## src/aesc_pkg.sv

```systemverilog
// Package for the auto exposure shutter control block.
// Holds field widths, beat structs, register map codes and reset values.
// No dependencies.
package aesc_pkg;

  localparam int PIXEL_BITS   = 16;
  localparam int COORD_BITS   = 11;
  localparam int THRESH_BITS  = 16;
  localparam int SHUTTER_BITS = 10;
  localparam int COUNT_BITS   = 21;
  localparam int RATIO_BITS   = 4;
  localparam int PERIOD_BITS  = 4;
  localparam int LIMIT_BITS   = 6;
  localparam int SPEED_BITS   = 7;
  localparam int ADDR_BITS    = 5;
  localparam int DATA_BITS    = 32;

  // register map, word index = paddr[4:2]
  localparam logic [2:0] REG_LOW_THRESHOLD   = 3'd0;
  localparam logic [2:0] REG_HIGH_THRESHOLD  = 3'd1;
  localparam logic [2:0] REG_DOMINANCE_RATIO = 3'd2;
  localparam logic [2:0] REG_MAX_SHUTTER     = 3'd3;
  localparam logic [2:0] REG_INITIAL_SHUTTER = 3'd4;
  localparam logic [2:0] REG_UPDATE_PERIOD   = 3'd5;
  localparam logic [2:0] REG_SPEED_LIMIT     = 3'd6;

  localparam logic [THRESH_BITS-1:0]  LOW_THRESHOLD_RST   = 16'd38;
  localparam logic [THRESH_BITS-1:0]  HIGH_THRESHOLD_RST  = 16'd249;
  localparam logic [RATIO_BITS-1:0]   DOMINANCE_RATIO_RST = 4'd4;
  localparam logic [SHUTTER_BITS-1:0] MAX_SHUTTER_RST     = 10'd200;
  localparam logic [SHUTTER_BITS-1:0] INITIAL_SHUTTER_RST = 10'd64;
  localparam logic [PERIOD_BITS-1:0]  UPDATE_PERIOD_RST   = 4'd5;
  localparam logic [LIMIT_BITS-1:0]   SPEED_LIMIT_RST     = 6'd16;

  typedef struct packed {
    logic [PIXEL_BITS-1:0] pixel;
    logic [COORD_BITS-1:0] col;
    logic [COORD_BITS-1:0] row;
    logic                  frame_end;
  } pixel_beat_t;

  typedef struct packed {
    logic [SHUTTER_BITS-1:0] shutter_time;
    logic                    recomputed;
  } shutter_beat_t;

endpackage

```

## src/auto_exposure_shutter_control.sv

```systemverilog
// Auto exposure shutter control: histogram clipping on a pixel stream.
// Depends on aesc_pkg (widths, beat structs, register map).

// Takes one pixel beat per clock (but for the stall below) and gives one shutter beat for
// every pixel beat that carries frame_end. Samples are pixels at even row and
// even column; each is counted as under-exposed (<= low_threshold) and/or
// over-exposed (>= high_threshold) in saturating 21-bit counters that clear
// at every frame end, the frame-end pixel itself counted first. The first
// frame after reset reports initial_shutter; after that the shutter is
// recomputed every update_period frames (held value repeated in between,
// recomputed = 0). A recompute ramps a signed adjust speed toward the
// dominant side (bounded by speed_limit), zeroes it on a balanced count,
// and adds it to the stored shutter, clamped to 1 .. max_shutter.
// The shutter beat leaves the output register after the frame-end pixel has
// passed the input register, counter stage, ratio multiply stage and decision
// stage. Every stage moves one beat per cycle, so the block runs at one pixel
// per clock; it stalls pixel intake only when a frame-end beat has to wait
// behind a result that the consumer has not taken.
// Registers sit at paddr 4*index; pready is tied high, writes land at the
// access cycle, and must only happen while the block is idle.
module auto_exposure_shutter_control
  import aesc_pkg::*;
(
  input  logic                 clk,
  input  logic                 rst,
  // pixel stream
  input  logic                 pix_valid,
  output logic                 pix_ready,
  input  pixel_beat_t          pix,
  // shutter results
  output logic                 res_valid,
  input  logic                 res_ready,
  output shutter_beat_t        res,
  // configuration
  input  logic                 psel,
  input  logic                 penable,
  input  logic                 pwrite,
  input  logic [ADDR_BITS-1:0] paddr,
  input  logic [DATA_BITS-1:0] pwdata,
  output logic [DATA_BITS-1:0] prdata,
  output logic                 pready
);

  localparam int PROD_BITS = COUNT_BITS + RATIO_BITS;
  localparam int SP_BITS   = SPEED_BITS + 1;       // headroom for speed +/- 1
  localparam int SUM_BITS  = SHUTTER_BITS + 2;     // signed shutter + speed

  // ---------------------------------------------------------------------
  // Configuration registers
  // ---------------------------------------------------------------------
  logic [THRESH_BITS-1:0]  low_threshold;
  logic [THRESH_BITS-1:0]  high_threshold;
  logic [RATIO_BITS-1:0]   dominance_ratio;
  logic [SHUTTER_BITS-1:0] max_shutter;
  logic [SHUTTER_BITS-1:0] initial_shutter;
  logic [PERIOD_BITS-1:0]  update_period;
  logic [LIMIT_BITS-1:0]   speed_limit;

  logic       cfg_write;
  logic [2:0] cfg_idx;

  assign pready    = 1'b1;
  assign cfg_write = psel && penable && pwrite && pready;
  assign cfg_idx   = paddr[4:2];

  always_ff @(posedge clk) begin
    if (rst) begin
      low_threshold   <= LOW_THRESHOLD_RST;
      high_threshold  <= HIGH_THRESHOLD_RST;
      dominance_ratio <= DOMINANCE_RATIO_RST;
      max_shutter     <= MAX_SHUTTER_RST;
      initial_shutter <= INITIAL_SHUTTER_RST;
      update_period   <= UPDATE_PERIOD_RST;
      speed_limit     <= SPEED_LIMIT_RST;
    end else if (cfg_write) begin
      unique case (cfg_idx)
        REG_LOW_THRESHOLD:   low_threshold   <= pwdata[THRESH_BITS-1:0];
        REG_HIGH_THRESHOLD:  high_threshold  <= pwdata[THRESH_BITS-1:0];
        REG_DOMINANCE_RATIO: dominance_ratio <= pwdata[RATIO_BITS-1:0];
        REG_MAX_SHUTTER:     max_shutter     <= pwdata[SHUTTER_BITS-1:0];
        REG_INITIAL_SHUTTER: initial_shutter <= pwdata[SHUTTER_BITS-1:0];
        REG_UPDATE_PERIOD:   update_period   <= pwdata[PERIOD_BITS-1:0];
        REG_SPEED_LIMIT:     speed_limit     <= pwdata[LIMIT_BITS-1:0];
        default: ;  // unmapped word, write dropped
      endcase
    end
  end

  always_comb begin
    unique case (cfg_idx)
      REG_LOW_THRESHOLD:   prdata = DATA_BITS'(low_threshold);
      REG_HIGH_THRESHOLD:  prdata = DATA_BITS'(high_threshold);
      REG_DOMINANCE_RATIO: prdata = DATA_BITS'(dominance_ratio);
      REG_MAX_SHUTTER:     prdata = DATA_BITS'(max_shutter);
      REG_INITIAL_SHUTTER: prdata = DATA_BITS'(initial_shutter);
      REG_UPDATE_PERIOD:   prdata = DATA_BITS'(update_period);
      REG_SPEED_LIMIT:     prdata = DATA_BITS'(speed_limit);
      default:             prdata = '0;
    endcase
  end

  // ---------------------------------------------------------------------
  // Pipeline flow control. Plain pixels retire at the counter stage; only
  // frame-end beats travel on toward the output register.
  // ---------------------------------------------------------------------
  logic        v1, v2, v3;
  pixel_beat_t s1;
  logic        out_free, s3_open, s2_open;
  logic        s1_fire, s2_fire, s3_fire;

  assign out_free  = !res_valid || res_ready;
  assign s3_fire   = v3 && out_free;
  assign s3_open   = !v3 || out_free;
  assign s2_fire   = v2 && s3_open;
  assign s2_open   = !v2 || s3_open;
  assign s1_fire   = v1 && (!s1.frame_end || s2_open);
  assign pix_ready = !v1 || s1_fire;

  // Stage 1: input register
  always_ff @(posedge clk) begin
    if (rst) begin
      v1 <= 1'b0;
    end else if (pix_ready) begin
      v1 <= pix_valid;
    end
  end

  always_ff @(posedge clk) begin
    if (pix_ready && pix_valid) begin
      s1 <= pix;
    end
  end

  // ---------------------------------------------------------------------
  // Stage 2: sample classification and saturating counters. A frame end
  // hands the final counts on and clears the counters.
  // ---------------------------------------------------------------------
  logic [COUNT_BITS-1:0] under_count, over_count;
  logic [COUNT_BITS-1:0] under_count_next, over_count_next;
  logic [COUNT_BITS-1:0] under_fin, over_fin;
  logic                  is_sample, under_hit, over_hit;

  assign is_sample = !s1.col[0] && !s1.row[0];
  assign under_hit = is_sample && (THRESH_BITS'(s1.pixel) <= low_threshold)
                     && !(&under_count);
  assign over_hit  = is_sample && (THRESH_BITS'(s1.pixel) >= high_threshold)
                     && !(&over_count);
  assign under_count_next = under_count + COUNT_BITS'(under_hit);
  assign over_count_next  = over_count + COUNT_BITS'(over_hit);

  always_ff @(posedge clk) begin
    if (rst) begin
      under_count <= '0;
      over_count  <= '0;
    end else if (s1_fire) begin
      if (s1.frame_end) begin
        under_count <= '0;
        over_count  <= '0;
      end else begin
        under_count <= under_count_next;
        over_count  <= over_count_next;
      end
    end
  end

  always_ff @(posedge clk) begin
    if (rst) begin
      v2 <= 1'b0;
    end else if (s2_open) begin
      v2 <= s1_fire && s1.frame_end;
    end
  end

  always_ff @(posedge clk) begin
    if (s2_open && s1_fire && s1.frame_end) begin
      under_fin <= under_count_next;
      over_fin  <= over_count_next;
    end
  end

  // ---------------------------------------------------------------------
  // Stage 3: ratio products for the dominance tests.
  // ---------------------------------------------------------------------
  logic [COUNT_BITS-1:0] under_q, over_q;
  logic [PROD_BITS-1:0]  under_scaled, over_scaled;

  always_ff @(posedge clk) begin
    if (rst) begin
      v3 <= 1'b0;
    end else if (s3_open) begin
      v3 <= s2_fire;
    end
  end

  always_ff @(posedge clk) begin
    if (s3_open && s2_fire) begin
      under_q      <= under_fin;
      over_q       <= over_fin;
      under_scaled <= PROD_BITS'(dominance_ratio) * PROD_BITS'(under_fin);
      over_scaled  <= PROD_BITS'(dominance_ratio) * PROD_BITS'(over_fin);
    end
  end

  // ---------------------------------------------------------------------
  // Stage 4: schedule, speed ramp, clamp, output register.
  // ---------------------------------------------------------------------
  logic [SHUTTER_BITS-1:0]    current_shutter;
  logic                       shutter_known;
  logic [PERIOD_BITS-1:0]     frames_left;
  logic signed [SPEED_BITS-1:0] adjust_speed;

  logic                       over_dom, under_dom, recompute_now;
  logic signed [SP_BITS-1:0]  sp, sp_dec, sp_inc, lim_pos, lim_neg;
  logic signed [SP_BITS-1:0]  sp_down, sp_up, speed_next;
  logic signed [SUM_BITS-1:0] sum_raw, sum_hi, sum_clamp, max_s;

  assign over_dom  = PROD_BITS'(over_q) > under_scaled;
  assign under_dom = PROD_BITS'(under_q) > over_scaled;
  assign recompute_now = shutter_known && (frames_left <= PERIOD_BITS'(1));

  always_comb begin
    sp      = SP_BITS'(adjust_speed);
    lim_pos = SP_BITS'($signed({1'b0, speed_limit}));
    lim_neg = -lim_pos;
    sp_dec  = sp - SP_BITS'(1);
    sp_inc  = sp + SP_BITS'(1);
    // over side: max(min(-1, speed - 1), -limit)
    sp_down = (sp_dec < -SP_BITS'(1)) ? sp_dec : -SP_BITS'(1);
    if (sp_down < lim_neg) begin
      sp_down = lim_neg;
    end
    // under side: min(max(1, speed + 1), limit)
    sp_up = (sp_inc > SP_BITS'(1)) ? sp_inc : SP_BITS'(1);
    if (sp_up > lim_pos) begin
      sp_up = lim_pos;
    end
    if (over_dom) begin
      speed_next = sp_down;
    end else if (under_dom) begin
      speed_next = sp_up;
    end else begin
      speed_next = '0;
    end
    max_s     = SUM_BITS'($signed({2'b00, max_shutter}));
    sum_raw   = SUM_BITS'($signed({2'b00, current_shutter})) + SUM_BITS'(speed_next);
    sum_hi    = (sum_raw < max_s) ? sum_raw : max_s;
    sum_clamp = (sum_hi > SUM_BITS'(1)) ? sum_hi : SUM_BITS'(1);
  end

  always_ff @(posedge clk) begin
    if (rst) begin
      current_shutter <= '0;
      shutter_known   <= 1'b0;
      frames_left     <= '0;
      adjust_speed    <= '0;
    end else if (s3_fire) begin
      if (!shutter_known) begin
        current_shutter <= initial_shutter;
        shutter_known   <= 1'b1;
      end else if (!recompute_now) begin
        frames_left <= frames_left - PERIOD_BITS'(1);
      end else begin
        frames_left     <= update_period;
        adjust_speed    <= speed_next[SPEED_BITS-1:0];
        current_shutter <= sum_clamp[SHUTTER_BITS-1:0];
      end
    end
  end

  always_ff @(posedge clk) begin
    if (rst) begin
      res_valid <= 1'b0;
    end else if (s3_fire) begin
      res_valid <= 1'b1;
    end else if (res_ready) begin
      res_valid <= 1'b0;
    end
  end

  always_ff @(posedge clk) begin
    if (s3_fire) begin
      if (!shutter_known) begin
        res.shutter_time <= initial_shutter;
        res.recomputed   <= 1'b0;
      end else if (!recompute_now) begin
        res.shutter_time <= current_shutter;
        res.recomputed   <= 1'b0;
      end else begin
        res.shutter_time <= sum_clamp[SHUTTER_BITS-1:0];
        res.recomputed   <= 1'b1;
      end
    end
  end

  // ---------------------------------------------------------------------
  // Assertions
  // ---------------------------------------------------------------------
  a_counts_clear: assert property (@(posedge clk) disable iff (rst)
    (s1_fire && s1.frame_end) |=> (under_count == '0 && over_count == '0))
    else $error("counters not cleared after frame end");

  a_stage2_source: assert property (@(posedge clk) disable iff (rst)
    (v2 && !$past(v2)) |-> $past(s1_fire && s1.frame_end))
    else $error("counter stage holds a beat without a frame end");

  a_recompute_known: assert property (@(posedge clk) disable iff (rst)
    (res_valid && res.recomputed) |-> (shutter_known && res.shutter_time != '0))
    else $error("recomputed shutter before first frame or out of range");

  a_period_reload: assert property (@(posedge clk) disable iff (rst)
    (s3_fire && recompute_now) |=> (frames_left == update_period))
    else $error("frame counter not reloaded on recompute");

  a_speed_range: assert property (@(posedge clk) disable iff (rst)
    (s3_fire && recompute_now) |=>
      (adjust_speed <= $signed({1'b0, speed_limit})
       && adjust_speed >= -$signed({1'b0, speed_limit})))
    else $error("adjust speed beyond limit");

endmodule

```

## config.mk

```make
export PLATFORM = sky130hd
export DESIGN_NAME = auto_exposure_shutter_control
export DESIGN_NICKNAME = d
export VERILOG_FILES = /design/src/aesc_pkg.sv /design/src/auto_exposure_shutter_control.sv
export SDC_FILE = /design/constraint.sdc
export NUM_CORES = 1
export LEC_CHECK = 0
export ABC_CLOCK_PERIOD_IN_PS = 22800
export BUFFER_PORTS_ARGS = -buffer_cell sky130_fd_sc_hd__buf_2
export CELL_PAD_IN_SITES_DETAIL_PLACEMENT = 1
export CELL_PAD_IN_SITES_GLOBAL_PLACEMENT = 1
export CORE_ASPECT_RATIO = 1.75
export CORE_UTILIZATION = 52
export CTS_CLUSTER_DIAMETER = 100
export DETAILED_ROUTE_END_ITERATION = 12
export PLACE_DENSITY = 0.86
export SETUP_SLACK_MARGIN = 0.5
export SLEW_MARGIN = 10
export SYNTH_ARGS = -nofsm -noshare
export SYNTH_HDL_FRONTEND = slang
export SYNTH_SLANG_ARGS = --single-unit
```

## constraint.sdc

```tcl
create_clock -name clk -period 22.8 [get_ports clk]
set_input_delay 6.84 -clock clk [delete_from_list [all_inputs] [get_ports clk]]
set_output_delay 6.84 -clock clk [all_outputs]
set_load 0.01 [all_outputs]
```

==> flow_summary_export.csv, run 1 <==
group,metric,value,unit
status,status,"completed",
logic_synthesis,synthTopCellsByArea,"edfxtp_1 24%, dfxtp_1 13%, ha_1 11%, fa_1 7.7%, nand2_1 4.9%",
grt,grt_use_total,0.307,
die,pin_count,129,
min_path,hp-start,"high_threshold[14]",
timing,maxSlewHeadroom,0.232,
timing,final_hold_viol_count,0,
drt,drc,0,
grt,grt_max_degree,75,
timing,fin_skew,0.0179,ns
setup_path,end_kind,"primary output",
die,rows,95,
drt,drtIter0Drc,713,
grt,grt_pass1_wl,93900,um
logic_synthesis,synth_top_area_share,0.244,
power_and_ir_drop,finalPower,0.00119,W
final_layout,drive_gt1_frac,0.0750,
min_path,hold_path_class,"flop to flop",
cts,cts_tree,"done",
power_and_ir_drop,pwr-share-seq,0.491,
die,core_area,38300,um2
cts,hold_buffers,0,
timing,setup-violations-final,0,
timing,finalMaxSlewViolations,0,
logic_synthesis,async_reset_ff_frac,0,
die,dieArea,39600,um2
logic_synthesis,ys_seq_elements,298,
logic_synthesis,synth_edf_count,164,
timing,rsz0062_at_grt,"no",
cts,clk_latency,0.60,ns
setup_path,required,15.96,ns
timing,finalCritPeriodShare,0.680,
final_layout,final_area,21900,um2
cts,clock_path_buffers,3,
min_path,hold_depth,2,
place,place_area,20900,um2
setup_path,rrSetupSlack,13.19,ns
logic_synthesis,ys_types,78,
logic_synthesis,synth_area_per_cell,9.35,um2
logic_synthesis,yosysTopAreaCell,"edfxtp_1",
setup_path,arrival,8.67,ns
timing,fin_crit,15.51,ns
cts,cts_sinks,298,
setup_path,slowest_delay,0.40,ns
logic_synthesis,netlist_area,20100,um2
place,place_hpwl,44500,um
place,gp_congestion,0.901,
timing,fmax,0.0645,GHz
cts,htreeDepth,1,
cts,path_clk_slew,0.07,ns
power_and_ir_drop,combPwrFrac,0.085,
power_and_ir_drop,intPower,0.000892,W
drt,drt-vias-per-instance,5.99,
final_layout,final_common_cell,"nand2_1",
min_path,hold_end,"high_threshold[14]",
setup_path,worstSetupStartpointType,"input port",
drt,firstDrtPassIters,5,
cts,numCtsBuffers,29,
drt,avgRoutedWirePerCell,21.9,um
power_and_ir_drop,clock_power_share,0.424,
cts,post-cts-setup-buffer-count,0,
grt,grt_pass1_vias,18200,
final_layout,seqCellArea,7610,um2
flow_run,drv_cap,0,
drt,vias,16200,
cts,ctsResizeCount,0,
power_and_ir_drop,ir_drop,0.0703,mV
die,die_y,262,um
setup_path,rr_worst_depth,35,
place,port-buffer-count,73,
power_and_ir_drop,p_per_area,54.6,nW/um2
final_layout,finish.utilization,0.572,
final_layout,final_cell_mix,"262 x nand2_1, 203 x inv_1, 182 x nor2_1, 177 x ha_1, 164 x edfxtp_1",
logic_synthesis,syn_inst,2154,
grt,gr-total-overflow,0,
grt,antenna_found_initial,0,
final_layout,antenna_cells,0,
drt,antenna_left,0,
setup_path,cp_cell_sequence,"buf_2 -> clkinv_1 -> nor2_1 -> a22oi_1 -> a21oi_1 -> a221o_1 -> buf_2",
logic_synthesis,synthFlopType,"edfxtp_1",
drt,routed_wl,59000,um
logic_synthesis,ys_seq_area_frac,0.378,
final_layout,multi_input_area,11400,um2
power_and_ir_drop,switchingPower,0.000302,W
final_layout,finalNetCount,2527,
die,die_x,151,um
setup_path,critPathSlowestCell,"buf_2",
final_layout,syn_to_final_growth,8.58,%
power_and_ir_drop,p_leak,9.30,nW
setup_path,critical_path_class,"input port to primary output",
setup_path,crit-reg2reg-launch,"adjust_speed[0]",
setup_path,crit_start,"paddr[2]",
cts,cts_root_buf,"clkbuf_16",
timing,setup_tns,0,ns
die,initial_core_util,0.526,
setup_path,reg2reg_to,"current_shutter[5]",
power_and_ir_drop,swShare,0.253,
logic_synthesis,yosys_warnings,0,
final_layout,nFillCells,4376,
setup_path,worstPathMaxFanout,17,
setup_path,cp_common_cell,"buf_2",
timing,worst_pin_slew,1.15,ns
==> worst max path at each step <==
stage / endpoint / slack (ns) / cells after the start
global route: prdata[3] / 7.16 / 7
detailed placement: prdata[3] / 7.35 / 7
finish: prdata[3] / 7.29 / 7
floorplan: prdata[2] / 7.83 / 6
global placement: prdata[3] / 7.44 / 7
CTS: prdata[3] / 7.33 / 7
==> flip-flops by register name (all words and copies together) (netlist names), 6 cells and up <==
| name | cells |
|---|---|
| adjust_speed | 7 |
| current_shutter | 10 |
| high_threshold | 16 |
| initial_shutter | 10 |
| low_threshold | 16 |
| max_shutter | 10 |
| over_count | 21 |
| over_fin | 21 |
| over_q | 21 |
| over_scaled | 25 |
| res | 11 |
| s1 | 19 |
| speed_limit | 6 |
| under_count | 21 |
| under_fin | 21 |
| under_q | 21 |
| under_scaled | 25 |
==> cells by family after synthesis <==
logic type / Yosys count / synth area share
flops: 298 / 0.378
other cells: 2 / 0.000373
fa+ha+maj: 254 / 0.186
buf+inv: 305 / 0.0601
simple gates: 726 / 0.168
xor+xnor: 91 / 0.0396
compound gates: 412 / 0.135
mux: 66 / 0.0330
==> final cells by class <==
type                            count  area share
Sequential cell                   298       0.348
Timing Repair Buffer               90      0.0226
Tap cell                          485      0.0277
Clock inverter                     17     0.00601
Clock buffer                       37      0.0389
Multi-Input combinational cell   1566       0.522
Inverter                          205      0.0352
==> routing by layer <==
metal,GRT usage,share of wire
met4,0.190,0.063
met1,0.293,0.34
met3,0.0274,0.026
met5,0,0
met2,0.604,0.57
==> cells in the mapped netlist, types with 4 or more instances <==
library cell and count:
a31oi_1 12, buf_4 17, and2_1 64, nand3b_1 14
or2_2 4, or3_1 12, xnor2_1 66, mux2i_1 63
dfxtp_1 134, o22ai_1 14, nand2_1 262, and3_1 26
a22oi_1 21, o21bai_1 12, nand4_1 18, nor3_1 28
nor2b_1 25, a21oi_1 128, o221ai_1 10, a32oi_1 5
edfxtp_1 164, buf_1 7, a211oi_1 14, clkbuf_1 75
xor2_1 25, o41ai_1 4, o211ai_1 18, nand2b_1 18
o21a_1 26, nor4_1 6, nor2_1 184, o211a_1 4
ha_1 177, a221o_1 4, a211o_1 4, fa_1 77
o21ai_0 60, nand3_1 52, o31ai_1 9, inv_1 203
a21o_1 31
==> power by group through the flow <==
stage | Sequential [W] | Clock, W | Combinational, W
4_1_cts | 0.000587 | 0.000512 | 0.000101
3_3_place_gp | 0.000598 | 0 | 0.0000921
5_1_grt | 0.000587 | 0.000528 | 0.000112
6_report | 0.000587 | 0.000506 | 0.000101
3_5_place_dp | 0.000598 | 0 | 0.0000998
2_1_floorplan | 0.000595 | 0 | 0.0000711
==> worst max-delay path, delay by kind of cell <==
kind / cells / cell delay [ns]
AND/OR/NAND/NOR: 1 / 0.32
buffers and inverters: 3 / 0.94
AO/OA/AOI/OAI: 3 / 0.55
==> stage by stage <==
step | setup slack (ns) | hold slack, ns | cells
2_1_floorplan | 7.83 | 0.444 | 2169
3_3_place_gp | 7.44 | 0.459 | 2644
3_5_place_dp | 7.35 | 0.473 | 2644
4_1_cts | 7.33 | 0.483 | 2698
5_1_grt | 7.16 | 0.507 | 2698
6_report | 7.29 | 0.484 | 2698
Power figures use the tool's default switching activity.
==> inputs of run 2 (changes only) <==
--- a/config.mk
+++ b/config.mk
@@ -5,15 +5,15 @@
 export SDC_FILE = /design/constraint.sdc
 export NUM_CORES = 1
 export LEC_CHECK = 0
-export ABC_CLOCK_PERIOD_IN_PS = 22800
+export ABC_CLOCK_PERIOD_IN_PS = 12900
 export BUFFER_PORTS_ARGS = -buffer_cell sky130_fd_sc_hd__buf_2
 export CELL_PAD_IN_SITES_DETAIL_PLACEMENT = 1
 export CELL_PAD_IN_SITES_GLOBAL_PLACEMENT = 1
 export CORE_ASPECT_RATIO = 1.75
-export CORE_UTILIZATION = 52
+export CORE_UTILIZATION = 44
 export CTS_CLUSTER_DIAMETER = 100
 export DETAILED_ROUTE_END_ITERATION = 12
-export PLACE_DENSITY = 0.86
+export PLACE_DENSITY = 0.77
 export SETUP_SLACK_MARGIN = 0.5
 export SLEW_MARGIN = 10
 export SYNTH_ARGS = -nofsm -noshare
==> constraint.sdc (replaced) <==
create_clock -name clk -period 12.9 [get_ports clk]
set_input_delay 3.87 -clock clk [delete_from_list [all_inputs] [get_ports clk]]
set_output_delay 3.87 -clock clk [all_outputs]
set_load 0.01 [all_outputs]
==> run 2 against run 1 <==
  * Flip-flop and latch count did not move
  * Power rose by 77%
  * Register-to-register slack got worse by 10 ns
  * Sequential power rose by 77%
  * Critical path type is now flop to flop
  * Count of clock-buffer cells in the layout fell by 6
  * Largest cell class unchanged
==> flow_summary_export.csv, run 2 (synthesis results as in run 1) <==
group,metric,value,unit
die,pin_count,129,
cts,post-cts-setup-buffer-count,0,
final_layout,nFillCells,5262,
place,place_area,21000,um2
die,initial_core_util,0.447,
die,die_x,164,um
final_layout,final_common_cell,"nand2_1",
place,place_hpwl,43800,um
flow_run,drv_cap,0,
grt,antenna_found_initial,0,
cts,hold_buffers,0,
cts,ctsResizeCount,0,
min_path,hold_path_class,"flop to flop",
setup_path,crit_family,"compound AO/OA/AOI/OAI gates",
status,status,"completed",
grt,grt_pass1_vias,17800,
final_layout,drive_gt1_frac,0.0732,
timing,maxSlewHeadroom,0.209,
cts,cts_root_buf,"clkbuf_16",
setup_path,required,13.36,ns
cts,path_clk_slew,0.07,ns
drt,drtIter0Drc,473,
final_layout,final_area,22000,um2
drt,routed_wl,56400,um
power_and_ir_drop,p_per_area,96.1,nW/um2
setup_path,critical_path_class,"flop to flop",
grt,gr-total-overflow,0,
drt,firstDrtPassIters,5,
timing,setup-violations-final,0,
setup_path,timing.critical_path.buf_inv,2,
final_layout,finalNetCount,2526,
cts,numCtsBuffers,30,
drt,drt-vias-per-instance,5.67,
final_layout,syn_to_final_growth,9.19,%
die,rows,103,
grt,grt_use_total,0.251,
power_and_ir_drop,p_leak,9.28,nW
cts,htreeDepth,1,
die,die_y,285,um
timing,fin_crit,9.82,ns
setup_path,critPathSlowestCell,"ha_1",
die,dieArea,46700,um2
drt,vias,15800,
cts,cts_sinks,298,
timing,final_hold_viol_count,0,
cts,clk_latency,0.60,ns
final_layout,reg_top3,"over_scaled: 25 flops, under_scaled: 25 flops",
place,port-buffer-count,73,
cts,clock_path_buffers,3,
grt,grt_max_degree,85,
timing,worst_pin_slew,1.18,ns
setup_path,cp_common_cell,"ha_1",
timing,fin_skew,0.0149,ns
timing,finalCritPeriodShare,0.761,
drt,drc,0,
cts,cts_tree,"done",
power_and_ir_drop,ir_drop,0.128,mV
timing,fmax,0.102,GHz
setup_path,worstPathMaxFanout,20,
final_layout,final_cell_mix,"262 x nand2_1, 203 x inv_1, 182 x nor2_1, 177 x ha_1, 164 x edfxtp_1",
timing,finalMaxSlewViolations,0,
setup_path,end_kind,"flop",
grt,grt_pass1_wl,91300,um
drt,antenna_left,0,
setup_path,worstSetupStartpointType,"flop",
die,core_area,45100,um2
setup_path,slowest_delay,0.82,ns
final_layout,antenna_cells,0,
timing,rsz0062_at_grt,"no",
place,gp_congestion,0.866,
timing,setup_tns,0,ns
drt,avgRoutedWirePerCell,20.2,um
setup_path,arrival,10.28,ns
## run 2: cell types whose count changed in the layout (fill, tap and decap cells not counted), sizes merged
cell / delta
clkinvlp: +3
clkbuf: -6
inv: -2
buf: -2
clkinv: +5
bufinv: +2
## run 2: per-stage QoR
stage	worst slack [ns]	std cells	hold WS, ns	util	power (W)
6_report	3.08	2790	0.477	0.488	0.00211
2_1_floorplan	1.60	2169	0.444	-	0.00118
4_1_cts	3.11	2790	0.479	0.488	0.00213
3_5_place_dp	3.17	2734	0.469	0.465	0.00123
3_3_place_gp	3.43	2734	0.457	0.465	0.00122
5_1_grt	2.39	2790	0.503	0.488	0.00219
## run 2: cell type report
| class | count | area [um2] | share of cell area |
|---|---|---|---|
| timing repair buffer | 88 | 480 | 0.0218 |
| clock inverter | 25 | 251 | 0.0114 |
| multi-input combinational | 1566 | 11400 | 0.519 |
| sequential | 298 | 7610 | 0.346 |
| inverter | 205 | 769 | 0.0350 |
| tap | 577 | 722 | 0.0328 |
| clock buffer | 31 | 754 | 0.0343 |
## run 2: routing by layer
layer	routed length (um)	track usage	part of all wire
met2	32700	0.511	0.58
met4	3330	0.144	0.059
met5	0	0	0
met3	1220	0.0204	0.022
met1	19200	0.234	0.34
## run 2: path summary, 6_finish.rpt
kind	from	depth (start not counted)	slack [ns]	endpoint
max	adjust_speed[0]	33	3.08	current_shutter[5]
min	high_threshold[14]	2	0.48	high_threshold[14]
max reg2reg	adjust_speed[0]	33	3.08	current_shutter[5]
min reg2reg	high_threshold[14]	2	0.48	high_threshold[14]
## run 2: worst min-delay path: cells and delay by family (launching register included)
family | cells | cell delay [ns]
compound gates | 1 | 0.05
simple gates | 1 | 0.06
flops | 1 | 0.32
## run 2: where the power goes
group          switching (W)  internal (W)
clock network       0.000411      0.000493
registers          0.0000176       0.00102
logic               0.000108     0.0000650
==> inputs of run 3 (changes only) <==
--- a/config.mk
+++ b/config.mk
@@ -5,15 +5,16 @@
 export SDC_FILE = /design/constraint.sdc
 export NUM_CORES = 1
 export LEC_CHECK = 0
-export ABC_CLOCK_PERIOD_IN_PS = 12900
+export ABC_AREA = 1
+export ABC_CLOCK_PERIOD_IN_PS = 9050
 export BUFFER_PORTS_ARGS = -buffer_cell sky130_fd_sc_hd__buf_2
 export CELL_PAD_IN_SITES_DETAIL_PLACEMENT = 1
 export CELL_PAD_IN_SITES_GLOBAL_PLACEMENT = 1
 export CORE_ASPECT_RATIO = 1.75
-export CORE_UTILIZATION = 44
+export CORE_UTILIZATION = 47
 export CTS_CLUSTER_DIAMETER = 100
 export DETAILED_ROUTE_END_ITERATION = 12
-export PLACE_DENSITY = 0.77
+export PLACE_DENSITY = 0.8
 export SETUP_SLACK_MARGIN = 0.5
 export SLEW_MARGIN = 10
 export SYNTH_ARGS = -nofsm -noshare
==> constraint.sdc (replaced) <==
create_clock -name clk -period 9.05 [get_ports clk]
set_input_delay 2.715 -clock clk [delete_from_list [all_inputs] [get_ports clk]]
set_output_delay 2.715 -clock clk [all_outputs]
set_load 0.01 [all_outputs]
==> run 3 against run 2 <==
  * Register-to-register slack lost 1.8 ns
  * First-iteration DRC count grew 3.2%
  * Core utilization grew 3.4 points
  * Final cell count grew 8.8%
  * Flip-flop and latch count is the same
==> flow_summary_export.csv, run 3 <==
group,metric,value,unit
logic_synthesis,post-synth-top-count-cell,"nand2_1",
timing,fmax,0.128,GHz
drt,drt-vias-per-instance,5.47,
grt,grt_use_total,0.269,
final_layout,nFillCells,5175,
die,dieArea,43400,um2
grt,grt_pass1_wl,90300,um
grt,grt_max_degree,66,
place,port-buffer-count,73,
setup_path,cp_common_cell,"nand2_1",
power_and_ir_drop,swShare,0.250,
power_and_ir_drop,intPower,0.00220,W
logic_synthesis,synth_edf_count,164,
die,die_x,158,um
place,gp_congestion,0.881,
setup_path,worstSetupStartpointType,"flop",
power_and_ir_drop,combPwrFrac,0.080,
drt,firstDrtPassIters,5,
final_layout,seqCellArea,7610,um2
logic_synthesis,ys_seq_area_frac,0.380,
cts,htreeDepth,1,
setup_path,critical_path_class,"flop to flop",
final_layout,stdcell_count,3036,
setup_path,crit_family,"simple AND/OR/NAND/NOR gates",
timing,rsz0062_at_grt,"no",
logic_synthesis,synthFlopType,"edfxtp_1",
drt,routed_wl,57100,um
timing,setup-violations-final,0,
status,status,"completed",
timing,fin_skew,0.0354,ns
final_layout,final_cell_mix,"540 x nand2_1, 411 x inv_1, 212 x a21oi_1, 177 x ha_1, 164 x edfxtp_1",
final_layout,finalNetCount,2793,
setup_path,slowest_delay,0.46,ns
cts,clk_latency,0.60,ns
timing,finalMaxSlewViolations,0,
grt,grt_pass1_vias,18100,
power_and_ir_drop,clock_power_share,0.421,
die,initial_core_util,0.478,
power_and_ir_drop,p_per_area,135,nW/um2
setup_path,worstPathMaxFanout,12,
drt,vias,16600,
place,placed_cells,2978,
final_layout,drive_gt1_frac,0.0670,
logic_synthesis,yosys_warnings,0,
final_layout,multi_input_area,10500,um2
cts,cts_root_buf,"clkbuf_16",
cts,numCtsBuffers,29,
power_and_ir_drop,p_leak,10.4,nW
setup_path,critPathSlowestCell,"ha_1",
die,core_area,41900,um2
setup_path,required,9.47,ns
logic_synthesis,netlist_area,20000,um2
final_layout,reg_top3,"over_scaled: 25 flops, under_scaled: 25 flops",
place,place_hpwl,44300,um
die,rows,99,
grt,antenna_found_initial,0,
timing,fin_crit,7.81,ns
final_layout,final_area,21800,um2
logic_synthesis,ys_top_cells_by_count,"540 x nand2_1, 414 x inv_1, 213 x a21oi_1, 177 x ha_1, 164 x edfxtp_1",
power_and_ir_drop,ir_drop,0.172,mV
logic_synthesis,synth_top_area_share,0.246,
logic_synthesis,synth_area_per_cell,8.33,um2
die,die_y,275,um
setup_path,timing.critical_path.buf_inv,6,
flow_run,drv_cap,0,
logic_synthesis,ys_seq_elements,298,
drt,avgRoutedWirePerCell,18.8,um
timing,final_hold_viol_count,0,
cts,clock_path_buffers,3,
min_path,hold_path_class,"flop to flop",
timing,finalCritPeriodShare,0.863,
drt,drtIter0Drc,488,
cts,cts_tree,"done",
drt,antenna_left,0,
cts,path_clk_slew,0.07,ns
final_layout,syn_to_final_growth,9.15,%
logic_synthesis,synthTopCellsByArea,"edfxtp_1 25%, dfxtp_1 13%, ha_1 11%, nand2_1 10%, inv_1 7.8%",
grt,gr-total-overflow,0,
logic_synthesis,yosysTopAreaCell,"edfxtp_1",
logic_synthesis,async_reset_ff_frac,0,
timing,worst_pin_slew,1.11,ns
timing,setup_tns,0,ns
drt,drc,0,
setup_path,end_kind,"flop",
final_layout,final_common_cell,"nand2_1",
place,place_area,20800,um2
timing,maxSlewHeadroom,0.260,
cts,cts_sinks,298,
logic_synthesis,ys_types,55,
logic_synthesis,syn_inst,2401,
die,pin_count,129,
power_and_ir_drop,switchingPower,0.000734,W
setup_path,arrival,8.23,ns
power_and_ir_drop,pwr-share-seq,0.499,
## run 3: cell types whose count changed after synthesis, moves of 61 or more
cell,before,now
nand2_1,262,540
nor2_1,184,119
mux2i_1,63,0
inv_1,203,414
a21oi_1,128,213
and2_1,64,3
## run 3: cell families after synthesis
| kind of cell | after synthesis | synth area share |
|---|---|---|
| flip-flops | 298 | 0.380 |
| XOR/XNOR | 88 | 0.0385 |
| adder cells (fa/ha/maj) | 254 | 0.188 |
| AO/OA/AOI/OAI | 427 | 0.120 |
| buffers and inverters | 495 | 0.0963 |
| other | 2 | 0.000376 |
| AND/OR/NAND/NOR | 837 | 0.177 |
## run 3: power by group through the flow
stage	Clock (W)	Sequential (W)	Combinational [W]
2_1_floorplan	0	0.00149	0.000165
3_3_place_gp	0	0.00149	0.000219
3_5_place_dp	0	0.00150	0.000232
4_1_cts	0.00125	0.00147	0.000234
5_1_grt	0.00130	0.00147	0.000264
6_report	0.00124	0.00147	0.000235
## run 3: routing by layer
| layer | global-route usage | up-vias | part of all wire |
|---|---|---|---|
| met5 | 0 | - | 0 |
| met4 | 0.168 | 0 | 0.061 |
| met3 | 0.0225 | 156 | 0.023 |
| met2 | 0.542 | 292 | 0.57 |
| met1 | 0.254 | 8223 | 0.34 |
| li1 | - | 7921 | - |
## run 3: timing repair
item | in CTS | in global routing
endpoints found under the setup margin | 0 | 18
hold buffers | 0 | 0
gates resized for setup | 0 | 4
buffers inserted | 0 | 2
## run 3: final timing paths
path | from | to | slack [ns] | cells past startpoint
max | adjust_speed[0] | res[1] | 1.24 | 45
min | initial_shutter[7] | initial_shutter[7] | 0.48 | 2
max reg2reg | adjust_speed[0] | res[1] | 1.24 | 45
min reg2reg | initial_shutter[7] | initial_shutter[7] | 0.48 | 2
## run 3: layout make-up
| cell class | instances | area share |
|---|---|---|
| Sequential cell | 298 | 0.348 |
| Clock buffer | 39 | 0.0383 |
| Tap cell | 555 | 0.0318 |
| Clock inverter | 15 | 0.00556 |
| Inverter | 419 | 0.0723 |
| Timing Repair Buffer | 85 | 0.0209 |
| Antenna cell | 2 | 0.000229 |
| Multi-Input combinational cell | 1623 | 0.482 |
## run 3: metrics by stage
stage          total power (W)   util  hold WS (ns)  setup WS, ns
6_report               0.00294  0.521         0.482          1.24
4_1_cts                0.00296  0.521         0.484         0.936
2_1_floorplan          0.00165      -         0.445          2.43
5_1_grt                0.00303  0.521         0.508         0.492
3_5_place_dp           0.00173  0.498         0.474          1.02
3_3_place_gp           0.00171  0.498         0.464          1.31
## run 3: worst register-to-register path: cells and delay by family (launching register included)
family	cells	cell delay [ns]
simple gates	27	3.16
buf+inv	6	0.95
compound gates	5	1.00
fa+ha+maj	6	2.00
xor+xnor	1	0.19
flops	1	0.35
